File: src/sv/lcd_decimal_segment_writer_top_defines.svh
`ifndef LCD_DECIMAL_SEGMENT_WRITER_TOP_DEFINES_SVH
`define LCD_DECIMAL_SEGMENT_WRITER_TOP_DEFINES_SVH

// Checks that the consequent holds in the same cycle as the antecedent.
`define LCDW_ASSERT_SAME(label, ante, cons, msg) \
    label: assert property (@(posedge i_clk) disable iff (!i_rst_n) \
        (ante) |-> (cons)) else $error(msg);

// Checks that the consequent holds in the cycle after the antecedent.
`define LCDW_ASSERT_NEXT(label, ante, cons, msg) \
    label: assert property (@(posedge i_clk) disable iff (!i_rst_n) \
        (ante) |=> (cons)) else $error(msg);

`endif

File: src/sv/lcdw_pkg.sv
`default_nettype none

package lcdw_pkg;

    localparam int POSITIONS   = 6;
    localparam int ROWS        = 4;
    localparam int ROW_STRIDE  = 5;
    localparam int MEM_DEPTH   = ROWS * ROW_STRIDE;
    localparam int MAX_RESULTS = 24;
    localparam int MAX_DIGITS  = MAX_RESULTS / ROWS;
    localparam int ASCII_ZERO  = 48;
    localparam int RECIP_TEN   = 52429;
    localparam int RECIP_SHIFT = 19;

    localparam logic CMD_CHAR   = 1'b0;
    localparam logic CMD_NUMBER = 1'b1;

    typedef struct packed {
        logic        command;
        logic [7:0]  char_code;
        logic [3:0]  position;
        logic [14:0] number;
        logic [2:0]  digit_count;
    } t_in_item;

    typedef struct packed {
        logic [4:0] reg_index;
        logic [7:0] reg_data;
        logic       last_write;
    } t_out_item;

    typedef struct packed {
        logic load;
        logic write;
        logic next_digit;
        logic last;
    } t_ctrl_cmd;

    typedef struct packed {
        logic       has_work;
        logic [2:0] digits;
    } t_dp_status;

    function automatic logic [15:0] digit_pattern(input logic [3:0] digit);
        logic [15:0] pat;
        unique case (digit)
            4'd0:    pat = 16'h1551;
            4'd1:    pat = 16'h0110;
            4'd2:    pat = 16'h1E11;
            4'd3:    pat = 16'h1B11;
            4'd4:    pat = 16'h0B50;
            4'd5:    pat = 16'h1B41;
            4'd6:    pat = 16'h1F41;
            4'd7:    pat = 16'h0111;
            4'd8:    pat = 16'h1F51;
            4'd9:    pat = 16'h1B51;
            default: pat = 16'h0000;
        endcase
        return pat;
    endfunction

endpackage

`default_nettype wire

File: src/sv/lcd_decimal_segment_writer_top.sv
`default_nettype none
`include "lcd_decimal_segment_writer_top_defines.svh"

// Segment LCD decimal digit writer.
// A command transaction is taken at a rising edge where start is high and busy
// is low. A character command merges one digit pattern into four display
// registers; a number command writes its lowest digits from right to left,
// four register writes per digit. Commands that fall outside the display, or
// a number of zero length, are taken but cause no writes.
// Each register write leaves on o_result for exactly one cycle, flagged by
// o_strobe; last_write marks the final write of a command. The first write
// is shown after the command has passed the state register and the result
// register, and the writes then follow one per cycle, set by the single
// read-modify-write port of the display register file; busy stays high
// until the final write is made. A new command may be taken in the cycle in
// which the final write is shown; a command that causes no writes leaves
// busy low. The receiver cannot stall the results.
// Reset clears the display memory to blank and abandons any command in work.
module lcd_decimal_segment_writer_top (
    input  wire                   i_clk,
    input  wire                   i_rst_n,
    input  wire                   start,
    output logic                  busy,
    input  lcdw_pkg::t_in_item    i_item,
    output logic                  o_strobe,
    output lcdw_pkg::t_out_item   o_result
);
    import lcdw_pkg::*;

    t_ctrl_cmd  w_cmd;
    t_dp_status w_status;
    logic [1:0] w_row;

    lcdw_ctrl u_ctrl (
        .i_clk    (i_clk),
        .i_rst_n  (i_rst_n),
        .start    (start),
        .busy     (busy),
        .i_status (w_status),
        .o_cmd    (w_cmd),
        .o_row    (w_row)
    );

    lcdw_datapath u_datapath (
        .i_clk    (i_clk),
        .i_rst_n  (i_rst_n),
        .i_item   (i_item),
        .i_cmd    (w_cmd),
        .o_status (w_status),
        .o_strobe (o_strobe),
        .o_result (o_result),
        .i_row    (w_row)
    );

    `LCDW_ASSERT_SAME(a_index_range, o_strobe, o_result.reg_index < 5'(MEM_DEPTH), "index out of range")
    `LCDW_ASSERT_NEXT(a_accept_quiet, start && !busy, !o_strobe, "write shown after accept")
    `LCDW_ASSERT_SAME(a_more_pending, o_strobe && !o_result.last_write, busy, "idle with writes due")
    `LCDW_ASSERT_NEXT(a_last_ends, o_strobe && o_result.last_write, !o_strobe, "write after last")

endmodule

`default_nettype wire

File: src/sv/lcdw_datapath.sv
`default_nettype none

module lcdw_datapath (
    input  wire                    i_clk,
    input  wire                    i_rst_n,
    input  lcdw_pkg::t_in_item     i_item,
    input  lcdw_pkg::t_ctrl_cmd    i_cmd,
    output lcdw_pkg::t_dp_status   o_status,
    output logic                   o_strobe,
    output lcdw_pkg::t_out_item    o_result,
    input  wire  [1:0]             i_row
);
    import lcdw_pkg::*;

    logic [7:0]  r_mem [MEM_DEPTH];
    logic [14:0] r_num;
    logic [7:0]  r_code;
    logic        r_is_char;
    logic [3:0]  r_pos;
    logic        r_strobe;
    t_out_item   r_result;

    logic [30:0] w_prod;
    logic [11:0] w_quot;
    logic [14:0] w_rem_full;
    logic [3:0]  w_digit;
    logic [15:0] w_pat;
    logic [3:0]  w_nib;
    logic [4:0]  w_idx;
    logic [7:0]  w_old;
    logic [7:0]  w_new;
    logic [4:0]  w_end;

    assign w_prod     = 31'(r_num) * 31'(RECIP_TEN);
    assign w_quot     = w_prod[30:RECIP_SHIFT];
    assign w_rem_full = r_num - ((15'(w_quot) << 3) + (15'(w_quot) << 1));
    assign w_digit    = w_rem_full[3:0];

    always_comb begin
        if (r_is_char) begin
            if ((r_code >= 8'(ASCII_ZERO)) && (r_code <= 8'(ASCII_ZERO + 9))) begin
                w_pat = digit_pattern(4'(r_code - 8'(ASCII_ZERO)));
            end else begin
                w_pat = 16'h0000;
            end
        end else begin
            w_pat = digit_pattern(w_digit);
        end
    end

    assign w_nib = w_pat[{i_row, 2'b00} +: 4];
    assign w_idx = 5'(({3'b000, i_row} << 2) + {3'b000, i_row}) + 5'(r_pos[3:1]);
    assign w_old = (w_idx < 5'(MEM_DEPTH)) ? r_mem[w_idx] : 8'h00;
    assign w_new = r_pos[0] ? {w_nib, w_old[3:0]} : {w_old[7:4], w_nib};

    assign w_end = {1'b0, i_item.position} + {2'b00, i_item.digit_count};

    always_comb begin
        if (i_item.command == CMD_CHAR) begin
            o_status.has_work = (i_item.position < 4'(POSITIONS));
            o_status.digits   = 3'd1;
        end else begin
            o_status.has_work = (i_item.digit_count != 3'd0) && (w_end <= 5'(POSITIONS));
            o_status.digits   = (i_item.digit_count > 3'(MAX_DIGITS)) ?
                                3'(MAX_DIGITS) : i_item.digit_count;
        end
    end

    always_ff @(posedge i_clk) begin
        if (i_cmd.load) begin
            r_num     <= i_item.number;
            r_code    <= i_item.char_code;
            r_is_char <= (i_item.command == CMD_CHAR);
            if (i_item.command == CMD_CHAR) begin
                r_pos <= i_item.position;
            end else begin
                r_pos <= 4'(w_end - 5'd1);
            end
        end else if (i_cmd.next_digit) begin
            r_num <= 15'(w_quot);
            r_pos <= r_pos - 4'd1;
        end
        if (i_cmd.write) begin
            r_result.reg_index  <= w_idx;
            r_result.reg_data   <= w_new;
            r_result.last_write <= i_cmd.last;
        end
    end

    always_ff @(posedge i_clk) begin
        if (!i_rst_n) begin
            r_strobe <= 1'b0;
            for (int k = 0; k < MEM_DEPTH; k++) begin
                r_mem[k] <= 8'h00;
            end
        end else begin
            r_strobe <= i_cmd.write;
            if (i_cmd.write && (w_idx < 5'(MEM_DEPTH))) begin
                r_mem[w_idx] <= w_new;
            end
        end
    end

    assign o_strobe = r_strobe;
    assign o_result = r_result;

endmodule

`default_nettype wire

File: src/sv/lcdw_ctrl.sv
`default_nettype none

module lcdw_ctrl (
    input  wire                    i_clk,
    input  wire                    i_rst_n,
    input  wire                    start,
    output logic                   busy,
    input  lcdw_pkg::t_dp_status   i_status,
    output lcdw_pkg::t_ctrl_cmd    o_cmd,
    output logic [1:0]             o_row
);
    import lcdw_pkg::*;

    typedef enum logic [1:0] {
        S_IDLE  = 2'b01,
        S_WRITE = 2'b10
    } t_state;

    t_state     r_state, n_state;
    logic [1:0] r_row, n_row;
    logic [2:0] r_left, n_left;

    always_comb begin
        n_state          = r_state;
        n_row            = r_row;
        n_left           = r_left;
        o_cmd.load       = 1'b0;
        o_cmd.write      = 1'b0;
        o_cmd.next_digit = 1'b0;
        o_cmd.last       = 1'b0;
        unique case (r_state)
            S_IDLE: begin
                if (start && i_status.has_work) begin
                    o_cmd.load = 1'b1;
                    n_row      = 2'd0;
                    n_left     = i_status.digits;
                    n_state    = S_WRITE;
                end
            end
            S_WRITE: begin
                o_cmd.write = 1'b1;
                n_row       = r_row + 2'd1;
                if (r_row == 2'(ROWS - 1)) begin
                    o_cmd.next_digit = 1'b1;
                    n_left           = r_left - 3'd1;
                    if (r_left == 3'd1) begin
                        o_cmd.last = 1'b1;
                        n_state    = S_IDLE;
                    end
                end
            end
            default: begin
                n_state = S_IDLE;
            end
        endcase
    end

    always_ff @(posedge i_clk) begin
        if (!i_rst_n) begin
            r_state <= S_IDLE;
            r_row   <= 2'd0;
            r_left  <= 3'd0;
        end else begin
            r_state <= n_state;
            r_row   <= n_row;
            r_left  <= n_left;
        end
    end

    assign busy  = (r_state != S_IDLE);
    assign o_row = r_row;

endmodule

`default_nettype wire

File: config.mk
export PLATFORM = sky130hd
export DESIGN_NAME = lcd_decimal_segment_writer_top
export DESIGN_NICKNAME = d
export VERILOG_FILES = /design/src/sv/lcdw_pkg.sv /design/src/sv/lcd_decimal_segment_writer_top.sv /design/src/sv/lcdw_datapath.sv /design/src/sv/lcdw_ctrl.sv
export VERILOG_INCLUDE_DIRS = /design/src /design/src/sv
export SDC_FILE = /design/constraint.sdc
export NUM_CORES = 1
export LEC_CHECK = 0
export BUFFER_PORTS_ARGS = -buffer_cell sky130_fd_sc_hd__buf_2
export CORE_MARGIN = 3
export CORE_UTILIZATION = 40
export DETAILED_ROUTE_END_ITERATION = 8
export PLACE_DENSITY = 0.66
export SYNTH_ARGS = -nofsm -noshare
export SYNTH_HDL_FRONTEND = slang
export SYNTH_SLANG_ARGS = --single-unit
File: constraint.sdc
create_clock -name i_clk -period 20.8 [get_ports i_clk]
set_input_delay 4.16 -clock i_clk [delete_from_list [all_inputs] [get_ports i_clk]]
set_output_delay 4.16 -clock i_clk [all_outputs]
set_load 0.005 [all_outputs]
==> summary.txt, run 1 <==
Global route
  • Largest net degree at the start of global routing: 54
  • Wire length of the first global-routing pass: between 50000 and 60000 um
  • GR Overflow Total: 0
  • Number of global-route vias before repair: just under 10000
  • Total routing usage reported by global routing: 18.0%
  • Number of antenna violations at the first check in global routing: 0

Clocking
  • Number of clock sinks: approximately 230
  • Clock tree buffer depth: 3
  • Post-CTS Repair Setup Buffers: 0
  • Clock insertion delay at the later pin of the skew report: 0.56 ns
  • Number of buffers created by CTS: 27
  • H-tree depth: 1
  • Post-cts gate resize count: 0
  • Hold-fix buffers, CTS: 0
  • CTS tree: done
  • CTS root buf: clkbuf_16
  • Register clock-pin slew on the reported worst setup and hold paths: 0.06 ns

Floorplan
  • I/O pin total: 50
  • DIE WIDTH: between 150 and 200 um
  • Total number of placement rows: 69
  • Initial Util: between 40 and 50%
  • Core Box Area: roughly 36000 um2
  • Height of the die: ~200 um
  • Die Footprint: ~40000 um2

Worst hold path
  • Worst hold path class: reg -> reg

Synth
  • Proportion of register bits with asynchronous set or reset after synthesis: 0%
  • Share of synthesized area occupied by flip-flops and latches: 46.3%
  • Cell count after synthesis: roughly 1200
  • Post-synthesis cell area: between 10000 and 15000 um2
  • Area fraction of the dominant cell type after synthesis: 44.3%
  • Most common cell in the netlist: edfxtp_1
  • Flop and latch count out of synthesis: ~230
  • Syn. warnings: 0
  • Top post-synthesis cells by count: edfxtp_1 (218), ha_1 (143), inv_1 (125), nor2_1 (103), nand2_1 (91)
  • Number of synthesized flops with an enable pin: roughly 220
  • Number of library cell types mapped by synthesis: 66
  • Leading post-synthesis cells by cell area: edfxtp_1 (44%), ha_1 (12%), mux4_2 (7.8%)
  • Flip-flop cell with the highest count after synthesis: edfxtp_1
  • Most area-hungry cell type in the Yosys netlist: edfxtp_1
  • Post-synthesis average cell area: between 10 and 15 um2

Timing
  • Slew @ Worst Pin: approximately 1.1 ns
  • Min Clock Period, post-route: ~8.3 ns
  • Number of setup violations in the final report: 0
  • Final period utilization: around two fifths
  • Tightest hold margin: 0.499 ns
  • Slew Limit Fails: 0
  • Slew margin rel.: approximately 24%
  • Setup_tns: 0 ns
  • Fin Clk Skew: between 0.009 and 0.01 ns
  • Final hold violation count: 0
  • Peak Freq: roughly 120 MHz
  • Setup repair after global routing missed its margin: no

Route
  • Post-Route WL: between 30000 and 40000 um
  • Post-DR wirelength/cell: 19.6 um
  • Via count of the routed design: around 9600
  • DRC Markers: 0
  • Remaining antenna violation count: 0
  • Per-cell via count in the routed design: roughly 5.5
  • Number of design-rule violations left by the first detailed-router iteration: 772
  • TritonRoute pass-1 iters: 5

Final layout
  • Proportion of layout cells with a drive suffix above 1: about 14%
  • Area growth from synthesis to layout: 11.1%
  • Nets: 1507
  • Antenna diode count: 0
  • Design Area, Final: about 16000 um2

Outcome
  • Status: finished clean

Setup path
  • Peak fanout along the critical path: 21
  • Critical Path End Type: register
  • Critical path type: reg -> reg
  • Element type at the critical path start: register
  • Worst EP required: around 21 ns
  • Arrival time of the worst setup path: around 8.5 ns

Placed design
  • Number of port buffers: 49
  • Routability-driven placement congestion ratio: between 0.8 and 0.9
  • Placed cell areas: 15600 um2
  • HPWL Detailed: ~25000 um

Run
  • Max-cap violations: 0
path summary, 6_finish.rpt:
kind | end | startpoint | slack (ns) | cells after the start
worst max-delay path | u_datapath.r_mem[15][4]$_SDFFCE_PN0P_ | u_datapath.r_num[0]$_DFFE_PP_ | 12.54 | 25
worst min-delay path | u_ctrl.r_state[1]$_SDFFE_PN0P_ | u_ctrl.r_state[1]$_SDFFE_PN0P_ | 0.50 | 2
worst max register to register | u_datapath.r_mem[15][4]$_SDFFCE_PN0P_ | u_datapath.r_num[0]$_DFFE_PP_ | 12.54 | 25
worst min register to register | u_ctrl.r_state[1]$_SDFFE_PN0P_ | u_ctrl.r_state[1]$_SDFFE_PN0P_ | 0.50 | 2
flip-flops by register name (all words and copies together), names as in the netlist, 2 cells and up, named ones only:
signal	count
u_ctrl.r_state	2
u_datapath.r_pos	4
u_ctrl.o_row	2
u_datapath.r_code	8
u_datapath.r_mem	176
u_datapath.o_result	14
u_ctrl.r_left	3
u_datapath.r_num	15
routing by layer:
metal	part of all wire [%]	GRT usage, %	wire [um]	vias up
met3	4.7	2.28	1630	47
met1	42	23.8	14700	4745
met5	0	0	0	-
met2	50	31.1	17400	274
li1	-	-	-	4502
met4	2.3	5.35	797	0
stage by stage:
stage	util [%]	cells	setup WS (ns)
5_1_grt	45.6	1755	11.97
4_1_cts	45.6	1755	12.63
3_3_place_gp	43.2	1705	12.75
2_1_floorplan	-	1238	13.35
6_report	45.6	1755	12.54
3_5_place_dp	43.2	1705	12.65
worst max-delay path: stages (launching register included):
cell and delay, ns:
edfxtp_1 0.44, inv_1 0.11, ha_1 0.37, inv_1 0.11
fa_1 0.62, fa_1 0.48, fa_1 0.46, fa_1 0.53
fa_1 0.42, ha_1 0.33, nand4_1 0.18, a211oi_1 0.25
o311a_1 0.29, o21a_1 0.33, nor2_1 0.10, xnor2_1 0.15
ha_1 0.36, xnor2_1 0.34, or3_1 0.20, o21ai_0 0.09
a21oi_1 0.21, o31ai_1 0.13, mux2i_1 0.28, a2111oi_2 0.12
a311oi_4 0.92, nor2_1 0.14
cells by family (layout without fill, tap and decap cells):
| kind of cell | after synthesis | after routing | synth area share (%) |
|---|---|---|---|
| multiplexers | 70 | 70 | 9.10 |
| AND/OR/NAND/NOR | 316 | 316 | 9.82 |
| XOR/XNOR | 38 | 38 | 2.35 |
| other | 1 | 16 | 0.0254 |
| flip-flops | 233 | 233 | 46.3 |
| buffers and inverters | 185 | 241 | 5.02 |
| adder cells (fa/ha/maj) | 200 | 200 | 19.8 |
| AO/OA/AOI/OAI | 180 | 180 | 7.50 |
cells in the final DEF, fill, tap and decap left out, drive strengths merged, types with 5 or more instances in the layout:
cell and instances:
a211oi 10, a21boi 5, a21o 10, a21oi 78, a31oi 8, and2 9
buf 62, clkbuf 34, clkinv 11, conb 16, dfxtp 15, edfxtp 218
fa 57, ha 143, inv 129, mux2 5, mux2i 14, mux4 51
nand2 91, nand2b 7, nand3 16, nand4 12, nor2 103, nor2b 6
nor3 48, o21ai 39, o22ai 5, or3 5, xnor2 20, xor2 17
cell type report:
type	count	area, um2
timing repair buffer	62	343
tap	461	577
fill	3264	19600
clock inverter	16	151
clock buffer	34	702
multi-input combinational	820	7320
sequential	233	6850
inverter	129	484
Power of run 1 is left out: the tool's default activity adds up to more than one toggle a clock period on the data nets, which glitch-free logic cannot reach.
==> inputs of run 2 (changes only) <==
--- a/config.mk
+++ b/config.mk
@@ -10,7 +10,7 @@
 export CORE_MARGIN = 3
 export CORE_UTILIZATION = 40
 export DETAILED_ROUTE_END_ITERATION = 8
-export PLACE_DENSITY = 0.66
+export PLACE_DENSITY = 0.69
 export SYNTH_ARGS = -nofsm -noshare
 export SYNTH_HDL_FRONTEND = slang
 export SYNTH_SLANG_ARGS = --single-unit
==> constraint.sdc (replaced) <==
create_clock -name i_clk -period 7.4 [get_ports i_clk]
set_input_delay 1.48 -clock i_clk [delete_from_list [all_inputs] [get_ports i_clk]]
set_output_delay 1.48 -clock i_clk [all_outputs]
set_load 0.005 [all_outputs]
==> run 2 against run 1 <==
Effect of this change:
- first-iteration DRC count is 4.9% higher
- clock-buffer cell count down 2
- critical path depth rose by 1
- worst setup slack worse by 12 ns
- sequential share of layout area is 1.2 points lower
- cell area increased by 3.0%
- clock skew grew 0.0074 ns
==> summary.txt, run 2 (synthesized netlist as in run 1, its figures left out) <==
Global route
  • Largest net degree at the start of global routing: 43 (-20%)
  • GR Overflow Total: 0 (unchanged)
  • Number of antenna violations at the first check in global routing: 0 (unchanged)
  • Number of global-route vias before repair: 9944 (+0.20%)
  • Wire length of the first global-routing pass: 54800 um (-0.84%)
  • Total routing usage reported by global routing: 18.0% (+0.038 points)

Route
  • TritonRoute pass-1 iters: 6 (+1)
  • Remaining antenna violation count: 0 (unchanged)
  • Post-DR wirelength/cell: 19.8 um (+0.91%)
  • Via count of the routed design: 9835 (+2.8%)
  • Number of design-rule violations left by the first detailed-router iteration: 810 (+4.9%)
  • DRC Markers: 0 (unchanged)
  • Per-cell via count in the routed design: 5.50 (+0.95%)
  • Post-Route WL: 35400 um (+2.8%)

Worst hold path
  • Worst min-delay path endpoint: u_ctrl.r_left[1]$_SDFFE_PN0P_
  • Startpoint of the most critical hold path: u_ctrl.r_left[1]$_SDFFE_PN0P_
  • Instance count along the most critical hold path: 2 (unchanged)
  • Worst hold path class: reg -> reg

Clocking
  • Hold-fix buffers, CTS: 0 (unchanged)
  • H-tree depth: 1 (unchanged)
  • CTS tree: done
  • Clock insertion delay at the later pin of the skew report: 0.57 ns (about the same)
  • Register clock-pin slew on the reported worst setup and hold paths: 0.06 ns (about the same)
  • Number of clock sinks: 233 (unchanged)
  • Number of buffers created by CTS: 27 (unchanged)
  • CTS root buf: clkbuf_16
  • Clock tree buffer depth: 3 (unchanged)

Timing
  • Min Clock Period, post-route: 7.09 ns (-1.18 ns)
  • Final period utilization: 95.8% (+56 points)
  • Slew @ Worst Pin: 1.03 ns (-0.105 ns)
  • Slew margin rel.: 31.5% (+7.0 points)
  • Slew Limit Fails: 0 (unchanged)
  • Number of setup violations in the final report: 0 (unchanged)
  • Final worst slack: 0.312 ns (-12.22 ns)
  • Final hold violation count: 0 (unchanged)
  • Setup_tns: 0 ns (unchanged)
  • Peak Freq: 141 MHz (+17%)
  • Fin Clk Skew: 0.0170 ns (+0.00737 ns)

Placed design
  • Routability-driven placement congestion ratio: 0.853 (-2.6%)
  • HPWL Detailed: 25200 um (+0.11%)
  • Placed cell areas: 15700 um2 (+0.84%)
  • Number of port buffers: 49 (unchanged)
  • DP Worst Slack: 0.0242 ns (-12.62 ns)

Floorplan
  • I/O pin total: 50 (unchanged)
  • Core Box Area: 36000 um2 (unchanged)
  • Height of the die: 198 um (unchanged)
  • Initial Util: 41.0% (unchanged)
  • Die Footprint: 39300 um2 (unchanged)
  • Total number of placement rows: 69 (unchanged)
  • DIE WIDTH: 198 um (unchanged)

Final layout
  • Final standard cell utilization of the core: 47.0% (+1.4 points)
  • Area growth from synthesis to layout: 14.5%
  • Top register by number of flip-flops: u_datapath.r_mem
  • Highest-count cells in the layout ignoring fill and taps: edfxtp_1 (218), ha_1 (134), inv_1 (123)
  • Design Area, Final: 16900 um2 (+3.0%)
  • Nets: 1539 (+2.1%)
  • Antenna diode count: 0 (unchanged)
  • Max reg flops: 176 (unchanged)
  • Proportion of layout cells with a drive suffix above 1: 17.9% (+4.1 points)
  • Most common library cell in the layout ignoring fill and taps: edfxtp_1

Setup path
  • Critical path type: reg -> reg
  • Flop-to-flop setup slack: 0.31 ns (-12.22 ns)
  • Peak fanout along the critical path: 10 (-52%)
  • Arrival time of the worst setup path: 7.40 ns (-1.13 ns)
  • Worst EP required: 7.71 ns (-13.35 ns)
  • Element type at the critical path start: register
  • CP most frequent cell: fa_1
  • CP max stage cell: fa_2
  • End of the worst register-to-register path: u_datapath.r_mem[1][0]$_SDFFCE_PN0P_
  • Worst reg-to-reg path cell count: 26 (+4.0%)
  • Worst r2r src: u_datapath.r_num[1]$_DFFE_PP_
  • Highest cell delay on the worst timing path: 0.60 ns (-0.32 ns)
  • Critical Path End Type: register

Outcome
  • Status: finished clean

Run
  • Max-cap violations: 0 (unchanged)
## run 2: area by class of cell
cell class	instances	area [um2]
inverters	129	484
flip-flops and latches	233	6850
well taps	461	577
clock inverters	18	196
fillers	3204	19100
multi-input cells	820	7460
clock buffers	32	694
repair buffers	94	653
## run 2: critical path, delay by kind of cell, from the launching register on
family	cells	cell delay, ns
adder cells (fa/ha/maj)	8	3.39
AO/OA/AOI/OAI	7	1.30
AND/OR/NAND/NOR	5	0.56
flip-flops	1	0.50
buffers and inverters	3	0.43
XOR/XNOR	2	0.36
multiplexers	1	0.28
## run 2: worst max path at each step
stage | startpoint | to | slack [ns] | cells past startpoint
finish | u_datapath.r_num[1]$_DFFE_PP_ | u_datapath.r_mem[1][0]$_SDFFCE_PN0P_ | 0.31 | 26
floorplan | u_datapath.r_num[9]$_DFFE_PP_ | u_datapath.r_mem[15][4]$_SDFFCE_PN0P_ | 0.52 | 26
global placement | u_datapath.r_num[0]$_DFFE_PP_ | u_datapath.o_result[7]$_DFFE_PP_ | 0.11 | 24
CTS | u_datapath.r_num[0]$_DFFE_PP_ | u_datapath.r_mem[7][4]$_SDFFCE_PN0P_ | 0.01 | 26
detailed placement | u_datapath.r_num[0]$_DFFE_PP_ | u_datapath.o_result[7]$_DFFE_PP_ | 0.02 | 23
global route | u_datapath.r_num[1]$_DFFE_PP_ | u_datapath.r_mem[3][0]$_SDFFCE_PN0P_ | -0.03 | 28
## run 2: metrics by stage
step | hold WS, ns | cells
5_1_grt | 0.540 | 1787
3_5_place_dp | 0.502 | 1720
3_3_place_gp | 0.474 | 1720
4_1_cts | 0.512 | 1770
2_1_floorplan | 0.460 | 1238
6_report | 0.504 | 1787
## run 2: per-layer routing
metal	vias up	share of wire [%]	global-route usage (%)
li1	4570	-	-
met1	4818	41	23.5
met2	362	49	30.7
met3	85	6.7	2.91
met4	0	3.6	5.95
met5	-	0	0
## run 2: what timing repair did
item	4_1_cts	5_1_grt
resized for setup	3	35
gates cloned	0	1
setup buffers	0	16
endpoints found under the setup margin	19	184
pin swaps	0	18
Power of run 2 is left out for the same reason.
==> inputs of run 3 (changes only) <==
--- a/config.mk
+++ b/config.mk
@@ -9,8 +9,10 @@
 export BUFFER_PORTS_ARGS = -buffer_cell sky130_fd_sc_hd__buf_2
 export CORE_MARGIN = 3
 export CORE_UTILIZATION = 40
+export CTS_BUF_LIST = sky130_fd_sc_hd__clkbuf_8
 export DETAILED_ROUTE_END_ITERATION = 8
 export PLACE_DENSITY = 0.69
+export SLEW_MARGIN = 15
 export SYNTH_ARGS = -nofsm -noshare
 export SYNTH_HDL_FRONTEND = slang
 export SYNTH_SLANG_ARGS = --single-unit
==> constraint.sdc (replaced) <==
create_clock -name i_clk -period 7.4 [get_ports i_clk]
set_input_delay 1.48 -clock i_clk [delete_from_list [all_inputs] [get_ports i_clk]]
set_output_delay 1.48 -clock i_clk [all_outputs]
set_load 0.1 [all_outputs]
==> run 3 against run 2 <==
Effect of this change:
- worst setup slack got worse by 0.076 ns
- sequential share of layout area up 0.21 points
- flip-flop and latch count unchanged
- worst hold slack got worse by 0.0013 ns
- maximum frequency down 1.1%
- final cell count rose by 1.4%
- global-route usage is essentially flat
- first-iteration DRC count fell by 2.7%
==> summary.txt, run 3 (synthesized netlist as in run 1, its figures left out) <==
Timing
  • Fin Clk Skew: 0.0214 ns (+0.00444 ns)
  • Final period utilization: 96.8% (+1.0 points)
  • Min Clock Period, post-route: 7.16 ns (+0.0759 ns)
  • Tightest hold margin: 0.502 ns (-0.00129 ns)
  • Slew @ Worst Pin: 1.02 ns (-0.0117 ns)
  • Slew Limit Fails: 0 (unchanged)
  • Final hold violation count: 0 (unchanged)
  • Slew margin rel.: 32.2% (+0.78 points)
  • Peak Freq: 140 MHz (-1.1%)
  • Number of setup violations in the final report: 0 (unchanged)

Floorplan
  • Core Box Area: 36000 um2 (unchanged)
  • DIE WIDTH: 198 um (unchanged)
  • Total number of placement rows: 69 (unchanged)
  • Height of the die: 198 um (unchanged)
  • Initial Util: 41.0% (unchanged)
  • I/O pin total: 50 (unchanged)
  • Die Footprint: 39300 um2 (unchanged)

Final layout
  • Fillcell total: 3243 (+1.2%)
  • Area growth from synthesis to layout: 13.9%
  • Highest-count cells in the layout ignoring fill and taps: edfxtp_1 (218), inv_1 (135), ha_1 (135)
  • Max reg flops: 176 (unchanged)
  • Proportion of layout cells with a drive suffix above 1: 18.6% (+0.72 points)
  • Top register by number of flip-flops: u_datapath.r_mem
  • Nets: 1552 (+0.84%)
  • Most common library cell in the layout ignoring fill and taps: edfxtp_1

Route
  • Per-cell via count in the routed design: 5.47 (-0.59%)
  • Post-DR wirelength/cell: 19.6 um (-1.4%)
  • Remaining antenna violation count: 0 (unchanged)
  • Via count of the routed design: 9914 (+0.80%)
  • Number of design-rule violations left by the first detailed-router iteration: 788 (-2.7%)
  • DRC Markers: 0 (unchanged)
  • TritonRoute pass-1 iters: 5 (-1)
  • Post-Route WL: 35400 um (about the same)

Clocking
  • Number of clock sinks: 233 (unchanged)
  • Register clock-pin slew on the reported worst setup and hold paths: 0.06 ns (about the same)
  • CTS tree: done
  • Clock tree buffer depth: 3 (unchanged)
  • Hold-fix buffers, CTS: 0 (unchanged)
  • Clock insertion delay at the later pin of the skew report: 0.55 ns (-0.02 ns)
  • Number of buffers created by CTS: 41 (+52%)
  • CTS root buf: clkbuf_8
  • H-tree depth: 2 (+1)

Placed design
  • Routability-driven placement congestion ratio: 0.853 (unchanged)
  • HPWL Detailed: 25200 um (unchanged)
  • Number of port buffers: 49 (unchanged)

Setup path
  • Highest cell delay on the worst timing path: 0.54 ns (-0.06 ns)
  • End of the worst register-to-register path: u_datapath.r_mem[15][0]$_SDFFCE_PN0P_
  • Top cell family by delay on the critical path: adder cells
  • Flop-to-flop setup slack: 0.24 ns (-0.08 ns)
  • Worst reg-to-reg path cell count: 29 (+12%)
  • Arrival time of the worst setup path: 7.44 ns (+0.04 ns)
  • Peak fanout along the critical path: 10 (unchanged)
  • Worst EP required: 7.68 ns (-0.03 ns)
  • Crit path from: u_datapath.r_num[7]$_DFFE_PP_
  • Critical path type: reg -> reg
  • Buffers & Inverters on Critical Path: 8 (+5)
  • Logic depth of the worst setup path including buffers: 29 (+12%)
  • CP max stage cell: fa_1
  • CP most frequent cell: inv_1
  • Element type at the critical path start: register
  • Critical Path End Type: register
  • Worst r2r src: u_datapath.r_num[7]$_DFFE_PP_

Outcome
  • Status: finished clean

Worst hold path
  • Worst hold path class: reg -> reg
  • Startpoint of the most critical hold path: u_ctrl.r_state[1]$_SDFFE_PN0P_
  • Worst min-delay path endpoint: u_ctrl.r_state[1]$_SDFFE_PN0P_
  • Instance count along the most critical hold path: 2 (unchanged)

Global route
  • GR Overflow Total: 0 (unchanged)
  • Number of global-route vias before repair: 10051 (+1.1%)
  • Wire length of the first global-routing pass: 54800 um (+0.11%)
  • Total routing usage reported by global routing: 18.0% (+0.032 points)
  • Largest net degree at the start of global routing: 43 (unchanged)
  • Number of antenna violations at the first check in global routing: 0 (unchanged)

Run
  • Max-cap violations: 0 (unchanged)
run 3: cell count changes in the layout (fill, tap and decap cells not counted), sizes merged:
cell and delta:
clkbuf +10, diode +1, buf -1, clkinvlp +2
clkinv +4, inv +9
run 3: what timing repair did:
action | in CTS | in global routing
pin swaps | 0 | 14
endpoints found under the setup margin | 9 | 184
gates resized for setup | 1 | 36
cloned | 0 | 1
buffers inserted | 0 | 15
endpoints found under the hold margin | 0 | 0
run 3: per-layer routing:
metal / wire [um] / global-route usage [%] / vias up
li1: - / - / 4601
met1: 14400 / 23.4 / 4891
met2: 17500 / 30.5 / 343
met3: 2380 / 3.25 / 79
met4: 1160 / 6.47 / 0
met5: 0 / 0 / -
run 3: how the worst max path moves through the flow:
stage,endpoint,slack (ns)
2_1_floorplan,u_datapath.r_mem[15][4]$_SDFFCE_PN0P_,0.52
3_3_place_gp,u_datapath.o_result[7]$_DFFE_PP_,0.11
3_5_place_dp,u_datapath.o_result[7]$_DFFE_PP_,0.02
4_1_cts,u_datapath.r_mem[10][4]$_SDFFCE_PN0P_,0.0003
5_1_grt,u_datapath.r_mem[13][0]$_SDFFCE_PN0P_,-0.03
6_report,u_datapath.r_mem[15][0]$_SDFFCE_PN0P_,0.24
run 3: layout make-up:
class	count	area [um2]	area share [%]
flip-flops and latches	233	6850	40.7
clock inverters	33	229	1.36
diodes	1	2.50	0.0149
clock buffers	42	578	3.44
multi-input cells	820	7460	44.4
inverters	129	484	2.88
well taps	461	577	3.43
repair buffers	93	642	3.82
run 3: metrics by stage:
step                cell area (um2)  cells  setup WS (ns)  setup TNS, ns  util, %
floorplan                     14800   1238          0.520              0        -
global placement              15700   1720          0.111              0     43.6
detailed placement            15700   1720         0.0242              0     43.6
CTS                           16500   1795       0.000253              0     45.9
global route                  16800   1811        -0.0300         -0.416     46.7
finish                        16800   1812          0.236              0     46.7
run 3: tightest hold or removal path: stages (launching register included):
cell and delay, ns:
dfxtp_1 0.32, nand2_1 0.05, a21boi_0 0.07
Power of run 3 is left out for the same reason.
